`config.mk`:
```
export PLATFORM = sky130hd
export DESIGN_NAME = sacc_ram
export DESIGN_NICKNAME = d
export VERILOG_FILES = /design/src/rtl/sacc_pkg.sv /design/src/rtl/sacc_ram.sv
export SDC_FILE = /design/constraint.sdc
export NUM_CORES = 2
export LEC_CHECK = 0
export ABC_CLOCK_PERIOD_IN_PS = 2600
export BUFFER_PORTS_ARGS = -buffer_cell sky130_fd_sc_hd__buf_2
export CORE_MARGIN = 2
export CORE_UTILIZATION = 39
export DETAILED_ROUTE_END_ITERATION = 7
export SLEW_MARGIN = 20
export SYNTH_ARGS = -nofsm -noshare
export SYNTH_HDL_FRONTEND = slang
export SYNTH_SLANG_ARGS = --single-unit
```
`constraint.sdc`:
```
create_clock -name clock -period 2.6 [get_ports clock]
set_input_delay 0.26 -clock clock [delete_from_list [all_inputs] [get_ports clock]]
set_output_delay 0.26 -clock clock [all_outputs]
set_load 0.1 [all_outputs]
```
`src/rtl/sacc_pkg.sv`:
```
// Shared constants and types for the set-associative cache with clock replacement.
package sacc_pkg;

   // Fixed widths of the stream and configuration payloads.
   localparam int ADDRESS_W   = 32;
   localparam int REQ_DATA_W  = 32;
   localparam int RSP_DATA_W  = 16;
   localparam int WAY_OUT_W   = 3;
   localparam int SET_OUT_W   = 8;
   localparam int CSR_INDEX_W = 2;
   localparam int CSR_DATA_W  = 4;

   // Largest usable number of index bits.
   localparam int MAX_INDEX_BITS = 8;

   // Parameter defaults.
   localparam int NUM_SETS_DEFAULT   = 256;
   localparam int MAX_WAYS_DEFAULT   = 8;
   localparam int ADDR_WIDTH_DEFAULT = 32;

   // Configuration register indexes.
   localparam logic [CSR_INDEX_W-1:0] REG_INDEX_BITS  = 2'd0;
   localparam logic [CSR_INDEX_W-1:0] REG_OFFSET_BITS = 2'd1;
   localparam logic [CSR_INDEX_W-1:0] REG_WAYS_IN_USE = 2'd2;

   // Configuration reset values.
   localparam logic [CSR_DATA_W-1:0] INDEX_BITS_RESET  = 4'd6;
   localparam logic [CSR_DATA_W-1:0] OFFSET_BITS_RESET = 4'd6;
   localparam logic [CSR_DATA_W-1:0] WAYS_RESET        = 4'd4;

   // What the way probe reports about the way under the cursor.
   typedef struct packed {
      logic match;
      logic referenced;
   } probe_type;

endpackage

```
`src/rtl/sacc_ram.sv`:
```
// Single-port-write, single-port-read row memory with a registered read.
module sacc_ram
   import sacc_pkg::*;
#(
   parameter int DEPTH  = NUM_SETS_DEFAULT,
   parameter int WIDTH  = 8,
   parameter int ADDR_W = 8
) (
   input  logic              clock,
   input  logic              wr_en,
   input  logic [ADDR_W-1:0] wr_addr,
   input  logic [WIDTH-1:0]  wr_data,
   input  logic              rd_en,
   input  logic [ADDR_W-1:0] rd_addr,
   output logic [WIDTH-1:0]  rd_data
);

   logic [WIDTH-1:0] mem [DEPTH];
   logic [WIDTH-1:0] rd_data_ff;

   always_ff @(posedge clock) begin
      if (wr_en) begin
         mem[wr_addr] <= wr_data;
      end
   end

   always_ff @(posedge clock) begin
      if (rd_en) begin
         rd_data_ff <= mem[rd_addr];
      end
   end

   assign rd_data = rd_data_ff;

endmodule

```
# Yosys cells after proc, flatten, opt, wreduce, memory -nomap -nowiden
# Memories as Yosys holds them, arrays and structs flattened. A register that Yosys moved wholly into a read port is not among the register bits.
# Cells that the tools add are included.
# op_classes
mux	2
# op_table
op	n
$mux W1	2
# totals
ff_bits	0
mem_bits_rw	2048
output_inout_bits	8
memories	1
# mem_list
name	depth	width	rd	rd_ports_with_merged_regs	write_ports	line_no	source
mem	256	8	1	1	1	sacc_ram.sv:18	logic [WIDTH-1:0] mem [DEPTH];

# Longest topological paths before layout
# depth
depth_word	2
mapped_depth	11

# Worst setup path after synthesis
# No wires, ideal clock.
# synth_timing
path_type	input-to-reg
from	input port rd_addr[0]
to	register rd_data_ff[2] (netlist: rd_data[2]) (read register of mem), data pin
setup_ps	269
t_arrival_ps	2067
required_ps	2331
path_slack_ps	264
cell_stages	9
cell_sequence	buf_6 -> buf_12 -> buf_8 -> buf_2 -> mux4_2 -> a22oi_1 -> a21oi_1 -> nor4_1 -> nor4_2
# synth_rtl
element	line_no	source
start: declaration	sacc_ram.sv:14	input logic [ADDR_W-1:0] rd_addr,
end: declaration	sacc_ram.sv:19	logic [WIDTH-1:0] rd_data_ff;

==> key figures <==
Floorplanning
  – Die Height: 456 um
  – Initial Util: 0.393
  – Die Width: 456 um
  – Die area: 208000 um^2
  – IO Count: 35
  – Core ar.: 203000 um^2
  – # rows: 165

Worst setup path
  – CP dominant cell by count: nor4_1
  – Crit Path Max Fanout: 1
  – Required @ worst endpoint: 3.21 ns
  – Worst setup path startpoint: mem[219][4]
  – WS Path Type: reg2reg
  – Slowest cell delay on critical path: 0.67 ns
  – FF-to-FF Start: mem[219][4]
  – Worst setup EP type: flop
  – Crit start category: flop
  – Crit path DAT: 3.17 ns
  – CP max-delay cell: nor4_1
  – CP Cell Sequence: mux4_2 > a22oi_1 > a21oi_1 > nor4_1 > buf_4 > nor4_1

Logic synthesis
  – Cell variety after synth: 54
  – Yosys reg bits: 2056
  – Ys flop type: edfxtp_1
  – Ys Warns: 0
  – Syn_nets: 3760
  – Mapped Cells: 3733
  – Post-synthesis sequential area ratio: 0.775
  – Post-synth EDFFs: 2056
  – Mapped Avg Cell Area: 21.3 um^2
  – Post-Syn Area: 79600 um^2
  – Post-synth ARST share: 0

STA
  – Slew Limit Fails: 0
  – Clock skew: 0.0563 ns
  – Final min period: 2.56 ns
  – Max-Slew Margin vs Limit: 0.475
  – Worst Tran Pin Value: 0.787 ns
  – Fin. Hold Viols: 0
  – Final setup fails: 0
  – Fmax: 391 MHz
  – Final worst path period share: 0.984
  – RSZ-0062 raised after global routing: false

Clock network
  – Max Root-Sink Buffers: 3
  – CTS Buf Count: 202
  – Clock latency on the worst-skew pair: 0.85 ns
  – CTS tree: yes
  – Clock-pin slew on the worst setup and hold paths: 0.06 ns
  – H-tree depth: 4
  – Clk sink count: 2056
  – Post-CTS Setup Inserts: 0
  – CTS root buf: clkbuf_16

Layout
  – Ratio of cells with drive above 1 in the final layout: 0.318
  – Non-Filler Instances: 7250
  – # nets final: 4436
  – Area added between synthesis and finish: 18.5%
  – Final Cell Area: 94400 um^2
  – FILL cells: 16591

Global routing
  – GRT Residual Overflow: 0
  – Wire length of the first global-routing pass: 296 mm
  – Initial antenna violation count: 9
  – Vias in the first global route: 40707
  – Largest net degree at the start of global routing: 96
  – Total track usage: 0.195

Place
  – Placed cell area: 87700 um^2
  – Placed cells: 6868
  – Final Wtd Congestion: 0.848
  – Dpl hpwl: 133 mm
  – Port Buffers: 34

Route
  – Drt drc: 0
  – DRT iter0 DRCs: 5168
  – Top Metal Used: met5
  – M1 WL: 86.3 mm
  – DR vias: 40521
  – Met3 WL post-DR: 14.3 mm
  – Final wirelength: 205 mm
  – Vias/cell: 5.59
  – DR WL/cell: 28.2 um
  – DRT antenna net count: 0
  – Pre-Repair DR Iteration Count: 7
  – Wire length on met2: 100 mm

Worst hold path
  – Worst Hold Launch: wr_addr[1]
  – Hold Crit Class: in2reg

Run
  – Max_cap viols: 0

Outcome
  – Status: finished clean

Power and ir drop
  – PwrDens: 733 nW/um^2
  – Leakage: 0.0303 uW
  – Overall power: 69200 uW
  – Max VDD drop: 0.000741 V
layer usage:
metal | vias up | GRT usage
li1 | 17065 | -
met1 | 21570 | 0.277
met2 | 1622 | 0.316
met3 | 262 | 0.0323
met4 | 2 | 0.0468
met5 | - | 0
registers in the layout, summed over array words and instances, names as in the netlist:
name     cells
mem       2048
rd_data      8
logic make-up after synthesis:
| family | Yosys count | synth area share |
|---|---|---|
| compound gates | 385 | 0.0342 |
| buf+inv | 235 | 0.0183 |
| flops | 2056 | 0.775 |
| mux | 591 | 0.146 |
| simple gates | 466 | 0.0263 |
through the flow:
step / setup slack [ns] / util / setup TNS [ns] / hold WS (ns)
floorplan: 0.264 / - / 0 / 0.359
global placement: -0.639 / 0.433 / -4.16 / 0.625
detailed placement: -0.643 / 0.433 / -3.94 / 0.616
CTS: 0.0000115 / 0.466 / 0 / 0.0553
global route: 0.00275 / 0.466 / 0 / 0.104
finish: 0.0429 / 0.466 / 0 / 0.122
path summary, 6_finish.rpt:
check / end / slack [ns] / cells past startpoint
worst min register to register: rd_data[3] / 1.22 / 7
worst max-delay path: rd_data[4] / 0.04 / 6
worst min-delay path: mem[171][0] / 0.12 / 4
worst max register to register: rd_data[4] / 0.04 / 6
cells in the mapped netlist, types with 2 or more instances:
cell       count  area share
o22ai_1       28      0.0022
mux4_1         2     0.00066
and2_1         6     0.00047
a311oi_1       2     0.00022
a21oi_1       96      0.0060
nor4_2         3     0.00047
buf_8         13      0.0025
a221oi_1      13      0.0014
buf_2         31      0.0019
buf_12         8      0.0020
nor3_1        22      0.0014
nor4_1        24      0.0019
or2_2          4     0.00031
buf_1         22      0.0010
and3b_1        2     0.00022
nand4_1       10     0.00079
edfxtp_1    2056        0.78
a22oi_1      133       0.013
a31oi_1        2     0.00016
nand2b_1       8     0.00063
o211ai_1      10     0.00094
mux4_2       454        0.13
mux2i_1      134       0.017
a2111oi_1      2     0.00025
a2111oi_0      2     0.00022
nor2b_1       31      0.0024
nand3_1       34      0.0021
nand3b_1       2     0.00019
o21ai_0       10     0.00063
o21ai_1        2     0.00013
nor2_1       282       0.013
clkbuf_1     111      0.0052
a22o_1         8     0.00088
buf_4         27      0.0025
a211oi_1      16      0.0015
o22a_1         5     0.00055
buf_6         21      0.0030
nand2_1       33      0.0016
o32ai_1        4     0.00044
o221ai_1      46      0.0051
critical path: cells and delay by family (launching register included):
kind            cells  cell delay [ns]
simple gates        2             0.72
compound gates      2             0.55
mux                 1             0.50
flops               1             0.36
buf+inv             1             0.25
placed cells by master (no fill, tap or decap), types with 13 or more instances in the layout:
cell | Yosys | layout
edfxtp_1 | 2056 | 2056
clkbuf_16 | 0 | 203
a221oi_1 | 13 | 13
nor2_1 | 282 | 279
o221ai_1 | 46 | 46
a21oi_1 | 96 | 96
nor3_1 | 22 | 19
a22oi_1 | 133 | 132
nand2_1 | 33 | 33
clkinv_2 | 0 | 29
mux4_2 | 454 | 454
nor4_1 | 24 | 22
clkinv_1 | 1 | 46
a211oi_1 | 16 | 15
buf_2 | 31 | 22
o22ai_1 | 28 | 28
mux2i_1 | 134 | 134
bufinv_16 | 0 | 15
buf_4 | 27 | 592
nand3_1 | 34 | 34
nor2b_1 | 31 | 28
buf_12 | 8 | 72
clkbuf_1 | 111 | 48
final cells by class:
cell class | instances | area [um^2] | area share
Clock inverter | 119 | 1230 | 0.0130
Inverter | 2 | 7.51 | 0.0000796
Timing Repair Buffer | 705 | 6240 | 0.0661
Antenna cell | 3 | 7.51 | 0.0000796
Sequential cell | 2056 | 61700 | 0.654
Tap cell | 2672 | 3340 | 0.0354
Clock buffer | 251 | 5260 | 0.0557
Multi-Input combinational cell | 1442 | 16500 | 0.175
where the power goes:
group          internal [uW]  switching (uW)
logic                   1520            2370
registers              36500            57.5
clock network          16000           12700
total                  54000           15100
timing repair:
action                                  in CTS  in global routing
resized for setup                            2                  4
endpoints found under the setup margin       2                  4
hold buffers                                 9                  0
endpoints found under the hold margin      410                  0
Note: power is estimated with default switching activity, not from simulation.
