==> config.mk <==
export PLATFORM = sky130hd
export DESIGN_NAME = sacc_probe
export DESIGN_NICKNAME = d
export VERILOG_FILES = /design/src/rtl/sacc_pkg.sv /design/src/rtl/sacc_probe.sv
export SDC_FILE = /design/constraint.sdc
export NUM_CORES = 1
export LEC_CHECK = 0
export ABC_AREA = 0
export BUFFER_PORTS_ARGS = -buffer_cell sky130_fd_sc_hd__buf_2
export CORE_AREA = 2 2 120 122
export DETAILED_ROUTE_END_ITERATION = 16
export DIE_AREA = 0 0 122 124
export PLACE_DENSITY = 0.56
export REMOVE_ABC_BUFFERS = 1
export SETUP_SLACK_MARGIN = 0.2
export SLEW_MARGIN = 5
export SYNTH_ARGS = -nofsm -noshare
export SYNTH_HDL_FRONTEND = slang
export SYNTH_SLANG_ARGS = --single-unit
==> constraint.sdc <==
create_clock -name vclk -period 2
set_input_delay 0.2 -clock vclk [all_inputs]
set_output_delay 0.2 -clock vclk [all_outputs]
set_load 0.02 [all_outputs]
==> src/rtl/sacc_pkg.sv <==
// Shared constants and types for the set-associative cache with clock replacement.
package sacc_pkg;

   // Fixed widths of the stream and configuration payloads.
   localparam int ADDRESS_W   = 32;
   localparam int REQ_DATA_W  = 32;
   localparam int RSP_DATA_W  = 16;
   localparam int WAY_OUT_W   = 3;
   localparam int SET_OUT_W   = 8;
   localparam int CSR_INDEX_W = 2;
   localparam int CSR_DATA_W  = 4;

   // Largest usable number of index bits.
   localparam int MAX_INDEX_BITS = 8;

   // Parameter defaults.
   localparam int NUM_SETS_DEFAULT   = 256;
   localparam int MAX_WAYS_DEFAULT   = 8;
   localparam int ADDR_WIDTH_DEFAULT = 32;

   // Configuration register indexes.
   localparam logic [CSR_INDEX_W-1:0] REG_INDEX_BITS  = 2'd0;
   localparam logic [CSR_INDEX_W-1:0] REG_OFFSET_BITS = 2'd1;
   localparam logic [CSR_INDEX_W-1:0] REG_WAYS_IN_USE = 2'd2;

   // Configuration reset values.
   localparam logic [CSR_DATA_W-1:0] INDEX_BITS_RESET  = 4'd6;
   localparam logic [CSR_DATA_W-1:0] OFFSET_BITS_RESET = 4'd6;
   localparam logic [CSR_DATA_W-1:0] WAYS_RESET        = 4'd4;

   // What the way probe reports about the way under the cursor.
   typedef struct packed {
      logic match;
      logic referenced;
   } probe_type;

endpackage

==> src/rtl/sacc_probe.sv <==
// Shared way unit: looks at the way under the cursor and reports tag match and reference bit.
module sacc_probe
   import sacc_pkg::*;
#(
   parameter int MAX_WAYS   = MAX_WAYS_DEFAULT,
   parameter int ADDR_WIDTH = ADDR_WIDTH_DEFAULT,
   parameter int WAY_W      = 3
) (
   input  logic [MAX_WAYS*ADDR_WIDTH-1:0] row_tags,
   input  logic [MAX_WAYS-1:0]            row_valid,
   input  logic [MAX_WAYS-1:0]            row_ref,
   input  logic [WAY_W-1:0]               cursor,
   input  logic [ADDR_WIDTH-1:0]          tag,
   output probe_type                      probe
);

   logic [ADDR_WIDTH-1:0] tag_arr [MAX_WAYS];

   for (genvar w = 0; w < MAX_WAYS; w++) begin : g_unpack
      assign tag_arr[w] = row_tags[w*ADDR_WIDTH +: ADDR_WIDTH];
   end

   always_comb begin
      probe.match      = row_valid[cursor] && (tag_arr[cursor] == tag);
      probe.referenced = row_ref[cursor];
   end

endmodule

* Word-level counts from Yosys, hierarchy flattened
Cells that the tools add are included.
** Storage, ports and cells
- Output and inout bits :: 2
- Bits in read-only memories :: 0
- Bits in writable memories :: 0
- Memories :: 0
- Bits in registers :: 0
- Logic and storage cells :: 12
- Bits in latches :: 0
** Operators by class
- Equal/unequal tests :: 1
- Multiplexer cells :: 7
- Shift operators :: 0
- Magnitude comparators :: 2
- Add/subtract/negate cells :: 0
- Bitwise operators :: 1
- Reduce and logical (&&, ||, !) cells :: 1
- $mul :: 0
- Divide/modulo/power cells :: 0
** Operators with widths (count)
- $bmux W32 S3 :: 1
- $mux W32 :: 2
- $eq A32 B32 Y1 :: 1
- $bmux W1 S3 :: 2
- $ge A4 B4 Y1 const B :: 1
- $lt A3 B4 Y1 const B :: 1
- $not A3 Y4 :: 1
- $mux W1 :: 2
- $logic_and A1 B1 Y1 :: 1

* Longest topological paths before layout
Gate-level depths: netlist (run 1).
- Depth after elaboration :: 6
- Gate-level depth with buffers :: 10

* Worst setup path before layout (run 1)
No wires, ideal clock.
- Path kind :: in2out
- From :: input cursor[0]
- To :: output probe[1] (netlist bit)
- Path slack :: -0.252 ns
- Data required time :: 1.800 ns
- Stages :: 9
- Path buffers :: 4
- Arrival :: 2.052 ns
- Cells stage by stage :: buf_6 -> buf_4 -> buf_2 -> buf_2 -> mux2i_1 -> xnor2_1 -> nor4_2 -> nand4_1 -> nor3_2
** RTL lines
- start, declared :: line sacc_probe.sv:12 : input logic [WAY_W-1:0] cursor,
- end, declared :: line sacc_probe.sv:14 : output probe_type probe

==> results of run 1 <==
## cell families (layout without fill, tap and decap cells)
logic type,Yosys count,count (layout),share of synthesized area [%]
other,0,1,0
AOI/OAI and AO/OA,6,6,1.94
buffers and inverters,20,366,6.63
muxes,97,97,72.3
and+or+nand+nor,34,34,7.70
xor gates and xnor gates,32,32,11.4
## power groups by stage
stage | Clock, mW | Sequential (mW) | Combinational, mW
6_report | 0.0000000671 | 0 | 1.03
3_5_place_dp | 0 | 0 | 0.967
5_1_grt | 0 | 0 | 1.11
2_1_floorplan | 0 | 0 | 0.428
4_1_cts | 0 | 0 | 1.02
3_3_place_gp | 0 | 0 | 0.950
## how the worst max path moves through the flow
| stage | cells after the start | to | slack (ps) |
|---|---|---|---|
| global placement | 10 | probe[1] | -710 |
| global route | 12 | probe[1] | -700 |
| finish | 12 | probe[1] | -570 |
| detailed placement | 10 | probe[1] | -750 |
| CTS | 13 | probe[1] | -590 |
| floorplan | 7 | probe[1] | 60 |
## metal layers
| metal | part of all wire [%] | up-vias |
|---|---|---|
| met3 | 8.7 | 8 |
| met5 | 0.11 | - |
| met4 | 0.43 | 2 |
| met2 | 54 | 170 |
| li1 | - | 1508 |
| met1 | 36 | 1526 |
## cells in the mapped netlist (all sizes together)
cell type | count | area share [%]
mux2 | 1 | 0.46
clkbuf | 1 | 0.15
and2 | 1 | 0.26
nor3 | 1 | 0.41
nor2 | 3 | 0.46
nand2 | 10 | 1.5
buf | 19 | 6.5
a22oi | 1 | 0.31
o21ai | 1 | 0.20
a221oi | 4 | 1.4
nand2b | 5 | 1.3
mux4 | 63 | 58
nand3 | 1 | 0.20
xor2 | 10 | 3.6
xnor2 | 22 | 7.8
nor4 | 7 | 2.0
nor2b | 4 | 1.0
nand4 | 2 | 0.51
mux2i | 33 | 13
## placed cells by master (no fill, tap or decap)
cell type,instances
a221oi_2,2
mux4_1,4
buf_4,39
a22oi_1,1
nor2_1,3
xor2_1,10
buf_8,3
nor4_1,3
buf_12,11
nor2b_2,1
xnor2_1,22
o21ai_1,1
nand4_1,2
mux2i_1,30
nand2_1,10
mux2i_2,3
nor2b_1,3
buf_6,8
and2_1,1
nand2b_1,5
nor4_2,4
mux4_2,59
buf_2,305
mux2_4,1
nor3_2,1
a221oi_1,2
nand3_1,1
diode_2,1
## through the flow
stage | setup WS (ps) | setup TNS [ps] | cells | util [%]
2_1_floorplan | 58.2 | 0 | 169 | -
3_3_place_gp | -714 | -716 | 699 | 32.6
3_5_place_dp | -753 | -760 | 699 | 32.6
4_1_cts | -589 | -589 | 713 | 34.1
5_1_grt | -704 | -721 | 715 | 34.6
6_report | -572 | -572 | 716 | 34.6
## what timing repair did
action | in CTS | in global routing
setup endpoints to repair | 2 | 2
pin swaps | 7 | 4
resized for setup | 23 | 9
setup buffers | 14 | 2
## cell type report
type	instances	area [um^2]
Fill cell	1421	8980
Multi-Input combinational cell	169	2340
Timing Repair Buffer	366	2170
Tap cell	180	225
Antenna cell	1	2.50
==> metrics, run 1 <==
initial core utilization=17.9%; global routing's busiest layer=met2; fin crit period=2570 ps; max-slew violations=0; Max Fclk=389 MHz; Final setup viols=1; Seq pwr share=0%; Final GP Congestion=0.857; initial DRC count=65; Final period util=129%; final hold vios=0; status=finished with violations; residual DRC count=0; Yosys warnings=0; DRT antenna net count=0; critical path fanouts, max=5; nets=844; io pins=309; I/O Buffers=309; M2 GR Usage=28.5%; DIE WIDTH=122 um; drt wl/cell=16.4 um; Critical Path Most Common Cell=buf_12; worst hold slack=873 ps; total gr overflow=0; min-delay src=tag[10]; Worst EP required=1800 ps; Worst Setup Start Kind=input port; Cell Chain, Critical Path=buf_12 > buf_12 > buf_12 > buf_8 > buf_6 > mux4_2 > mux2i_1 > xnor2_1 > nor4_2 > nand4_1 > nor3_2 > buf_4; WP data arrival=2370 ps; routed vias=3214; pin count of the biggest net entering global routing=16; layout clock buffer count=0; met1 usage=16.2%; sequential area share after synthesis=0%; # rows=43; Vias/cell=4.49; Worst Setup SP=cursor[1]; DP HPWL=10800 um; Initial DRT Pass Iterations=4; Die H=124 um; fraction of final layout cells sized beyond drive strength 1=81.7%; slowest CP cell=mux4_2; gr usage total=14.1%; RSZ-0062 raised after global routing=yes; Hold EP=probe[1]; vias in the first global route=3387; antenna violations before repair=1; Avg Cell Area, Syn=13.0 um^2; critical path class=input port to primary output; Gate power share=100.0%; core box area=13700 um^2; critical path endpoint category=primary output; Slew @ Worst Pin=311 ps; mapped cell area=2450 um^2; Clock power frac=0%; dpl cell area=4480 um^2; failing checks=setup timing; crit-path max cell delay=420 ps; Cell Int Power=0.661 mW; total power=1.03 mW; leakage power figure=2.35 nW; Synth Instances=189; FF+latch count=0; Top delay family on crit path=buffers and inverters; Hold Crit Depth=5; max cap viols=0; Worst VDD drop=0.0000990 V; Netlist cell types=25; Sw Ratio=35.5%; die area=15100 um^2; drt total wl=11800 um; Hold WC Path Type=input port to primary output; relative slew slack=79.2%; Sw Pwr=0.365 mW; Finished Cell Area=4740 um^2; Seq. cell area=0 um^2; # hold bufs at CTS=0; Area Overhead vs Synth=93.2%; M3 GR Usage=2.11%; Final WS setup=-572 ps; Pwr Density=216 nW/um^2; first-pass GRT wire length=16700 um; WP buf/inv=6
Power figures use the tool's default switching activity.
==> run 2: changes to the inputs <==
Settings changed: GPL_ROUTABILITY_DRIVEN from default to 0, SKIP_LAST_GASP from default to 1.
==> metrics, run 2 (synthesis results as in run 1) <==
routed vias=3215 (+0.031%); most frequent cells in the layout=buf_2 (305), mux4_2 (59), buf_4 (39), mux2i_1 (30), xnor2_1 (22); layout clock buffer count=0 (unchanged); Vias/cell=4.49 (about the same); gr usage total=14.1% (unchanged); core box area=13700 um^2 (unchanged); total gr overflow=0 (unchanged); Max Fclk=389 MHz (about the same); I/O Buffers=309 (unchanged); initial DRC count=55 (-15%); residual DRC count=0 (unchanged); Worst EP required=1800 ps (about the same); status=finished with violations; drt total wl=11700 um (-0.30%); WP buf/inv=6 (unchanged); leakage power figure=2.35 nW (-0.14%); RSZ-0062 raised after global routing=yes; drt wl/cell=16.4 um (-0.30%); Top delay family on crit path=buffers and inverters; total power=1.02 mW (-0.25%); dpl cell area=4480 um^2 (unchanged); Final period util=129% (about the same); first-pass GRT wire length=16700 um (unchanged); Seq. cell area=0 um^2 (unchanged); Pwr Density=216 nW/um^2 (about the same); die area=15100 um^2 (unchanged); initial core utilization=17.9% (unchanged); Initial DRT Pass Iterations=4 (unchanged); Cell Int Power=0.659 mW (-0.30%); Critical Path Most Common Cell=buf_12; vias in the first global route=3387 (unchanged); pin count of the biggest net entering global routing=16 (unchanged); Post-Layout Cell Count=716 (unchanged); Final setup viols=1 (unchanged); Gate power share=100.0% (about the same); critical path class=input port to primary output; Die H=124 um (unchanged); Clock power frac=0% (unchanged); Worst VDD drop=0.0000990 V (about the same); Final WS setup=-571 ps (+0.541 ps); Sw Pwr=0.364 mW (-0.15%); fin crit period=2570 ps (-0.541 ps); relative slew slack=79.3% (about the same); Worst Setup Start Kind=input port; placed insts=699 (unchanged); DRT antenna net count=0 (unchanged); dpl ws=-753 ps (unchanged); failing checks=setup timing; FF+latch count=0 (unchanged); fill count=1422 (+0.070%); max-slew violations=0 (unchanged); Hold WC Path Type=input port to primary output; critical path fanouts, max=5 (unchanged); antenna violations before repair=1 (unchanged); final core utilization=34.5% (-0.064 points); io pins=309 (unchanged); max cap viols=0 (unchanged); DIE WIDTH=122 um (unchanged); slowest CP cell=mux4_2; crit-path max cell delay=420 ps (about the same); critical path endpoint category=primary output; Seq pwr share=0% (unchanged); # rows=43 (unchanged); nets=844 (unchanged); Slew @ Worst Pin=311 ps (-0.450 ps); DP HPWL=10800 um (unchanged); fraction of final layout cells sized beyond drive strength 1=81.7% (unchanged); final hold vios=0 (unchanged); Cell Chain, Critical Path=buf_12 > buf_12 > buf_12 > buf_8 > buf_6 > mux4_2 > mux2i_1 > xnor2_1 > nor4_2 > nand4_1 > nor3_2 > buf_4; WP data arrival=2370 ps (about the same); Sw Ratio=35.6% (about the same); Finished Cell Area=4730 um^2 (-0.18%); Area Overhead vs Synth=92.9%; most common cell after layout, fill and taps aside=buf_2
## run 2: cell counts in the layout (fill, tap and decap cells not counted)
No cell type changed its count.
## run 2: repair_timing
| action | CTS | global route |
|---|---|---|
| resized for setup | 23 | 7 |
| gates cloned | 0 | 0 |
| setup endpoints to repair | 2 | 2 |
| endpoints found under the hold margin | 0 | 0 |
| hold buffers | 0 | 0 |
| pin swaps | 7 | 4 |
| buffers inserted | 14 | 2 |
## run 2: layout make-up
type / count / area (um^2) / share of cell area (%)
antenna: 1 / 2.50 / 0.0529
multi-input combinational: 169 / 2340 / 49.4
tap: 180 / 225 / 4.76
timing repair buffer: 366 / 2170 / 45.7
## run 2: path summary, 6_finish.rpt
check	from	end	slack, ps	depth (start not counted)
max	cursor[1]	probe[1]	-570	12
min	tag[10]	probe[1]	870	5
## run 2: routing by layer
layer / vias up / part of all wire (%) / global-route usage, %
met4: 2 / 0.43 / 0.575
met1: 1532 / 36 / 16.2
met5: - / 0.11 / 0
met2: 168 / 54 / 28.5
li1: 1505 / - / -
met3: 8 / 8.7 / 2.11
## run 2: power groups by stage
stage	Clock [mW]	Sequential [mW]	Combinational [mW]
final	0.0000000671	0	1.02
after detailed placement	0	0	0.967
after global placement	0	0	0.950
after CTS	0	0	1.02
after global routing	0	0	1.11
after floorplan	0	0	0.428
## run 2: stage by stage
stage	TNS [ps]	hold WS (ps)
5_1_grt	-740	918
6_report	-571	873
2_1_floorplan	0	590
4_1_cts	-589	893
3_3_place_gp	-716	889
3_5_place_dp	-760	893
==> run 3: changes to the inputs <==
Settings changed: CORE_AREA 2 2 120 122 to 2 2 121 123, DIE_AREA 0 0 122 124 to 0 0 123 125, PLACE_DENSITY 0.56 to 0.54, REMOVE_ABC_BUFFERS 1 to default.
Clock period 2 ns to 2.8 ns, I/O delays scaled along.
==> metrics, run 3 (synthesis results as in run 1) <==
status=finished, final reports clean; layout clock buffer count=0 (unchanged); nets=820 (-2.8%); Seq pwr share=0% (unchanged); max cap viols=0 (unchanged); DP HPWL=10900 um (+0.32%); leakage power figure=2.24 nW (-4.7%); Clock power frac=0% (unchanged); Post-Syn Nets=496; Final WS setup=215 ps (+786 ps); drt wl/cell=17.0 um (+3.9%); critical path class=input port to primary output; gr usage total=14.5% (+0.48 points); final hold vios=0 (unchanged); dpl cell area=4340 um^2 (-3.0%); Sw Pwr=0.275 mW (-25%); Die H=125 um (+0.81%); DIE WIDTH=123 um (+0.82%); fraction of final layout cells sized beyond drive strength 1=81.6% (about the same); Final setup viols=0 (-1); vias in the first global route=3490 (+3.0%); FF+latch count=0 (unchanged); Finished Cell Area=4580 um^2 (-3.4%); drt total wl=11900 um (+0.98%); worst hold slack=1020 ps (+152 ps); fin crit period=2580 ps; Final period util=92.3%; Slew @ Worst Pin=450 ps (+139 ps); routed vias=3131 (-2.6%); dpl ws=-149 ps (+604 ps); max-slew violations=0 (unchanged); placed insts=685 (-2.0%); most common cell after layout, fill and taps aside=buf_2; critical path endpoint category=primary output; Seq. cell area=0 um^2 (unchanged); initial DRC count=75 (+36%); pin count of the biggest net entering global routing=30 (+14); Post-Layout Cell Count=696 (-2.8%); I/O Buffers=309 (unchanged); most frequent cells in the layout=buf_2 (306), mux4_2 (59), mux2i_1 (29), buf_4 (22), xnor2_1 (20); initial core utilization=17.3% (-0.61 points); critical path fanouts, max=11 (+6); io pins=309 (unchanged); # rows=44 (+2.3%); Worst EP required=2520 ps (+720 ps); antenna violations before repair=1 (unchanged); total gr overflow=0 (unchanged); die area=15400 um^2 (+1.6%); RSZ-0062 raised after global routing=yes; Hold WC Path Type=input port to primary output; Sw Ratio=37.8% (+2.2 points); Pwr Density=159 nW/um^2 (-26%); Vias/cell=4.50 (+0.19%); Area Overhead vs Synth=86.4%; Worst VDD drop=0.0000725 V (-27%); Gate power share=100.0% (about the same); core box area=14200 um^2 (+3.5%); first-pass GRT wire length=17700 um (+5.8%); WP data arrival=2300 ps (-70 ps); relative slew slack=69.8% (-9.5 points); Worst Setup Start Kind=input port; DRT antenna net count=0 (unchanged); Initial DRT Pass Iterations=4 (unchanged); Cell Int Power=0.453 mW (-31%); residual DRC count=0 (unchanged); Max Fclk=387 MHz
[run 3: power groups by stage]
stage	clock (mW)	sequential, mW	combinational, mW
2_1_floorplan	0	0	0.367
3_3_place_gp	0	0	0.671
3_5_place_dp	0	0	0.685
4_1_cts	0	0	0.726
5_1_grt	0	0	0.785
6_report	0.0000000478	0	0.728
[run 3: what timing repair did]
action,CTS,global route
pin swaps,6,7
endpoints found under the hold margin,0,0
setup endpoints to repair,1,1
gates resized for setup,18,8
hold buffers,0,0
setup buffers,7,2
gates cloned,1,0
[run 3: metrics by stage]
| step | utilization (%) | power [mW] | setup TNS [ps] |
|---|---|---|---|
| floorplan | - | 0.367 | 0 |
| global placement | 30.6 | 0.671 | -223 |
| detailed placement | 30.6 | 0.685 | -149 |
| CTS | 31.8 | 0.726 | 0 |
| global route | 32.2 | 0.785 | 0 |
| finish | 32.2 | 0.728 | 0 |
[run 3: cell type report]
cell class | instances | area [um^2]
well taps | 184 | 230
diodes | 1 | 2.50
repair buffers | 342 | 1960
fillers | 1515 | 9630
multi-input cells | 169 | 2380
[run 3: critical path, cell delays in order]
cell and delay, ps:
buf_8 140, buf_4 140, mux4_2 500, mux2i_2 220, xnor2_2 130, nor4_4 290, buf_4 150, nand4_1 90
nor3_2 190, buf_4 170
[run 3: layer usage]
metal	track usage (%)	vias to the layer above	part of all wire [%]
met5	0	-	0
li1	-	1455	-
met1	17.1	1502	39
met2	28.9	170	54
met4	0.401	0	0.35
met3	1.87	4	7.1
[run 3: final timing paths]
kind	start	endpoint	slack, ps	cells after the start
max	cursor[1]	probe[1]	220	10
min	tag[11]	probe[1]	1020	5
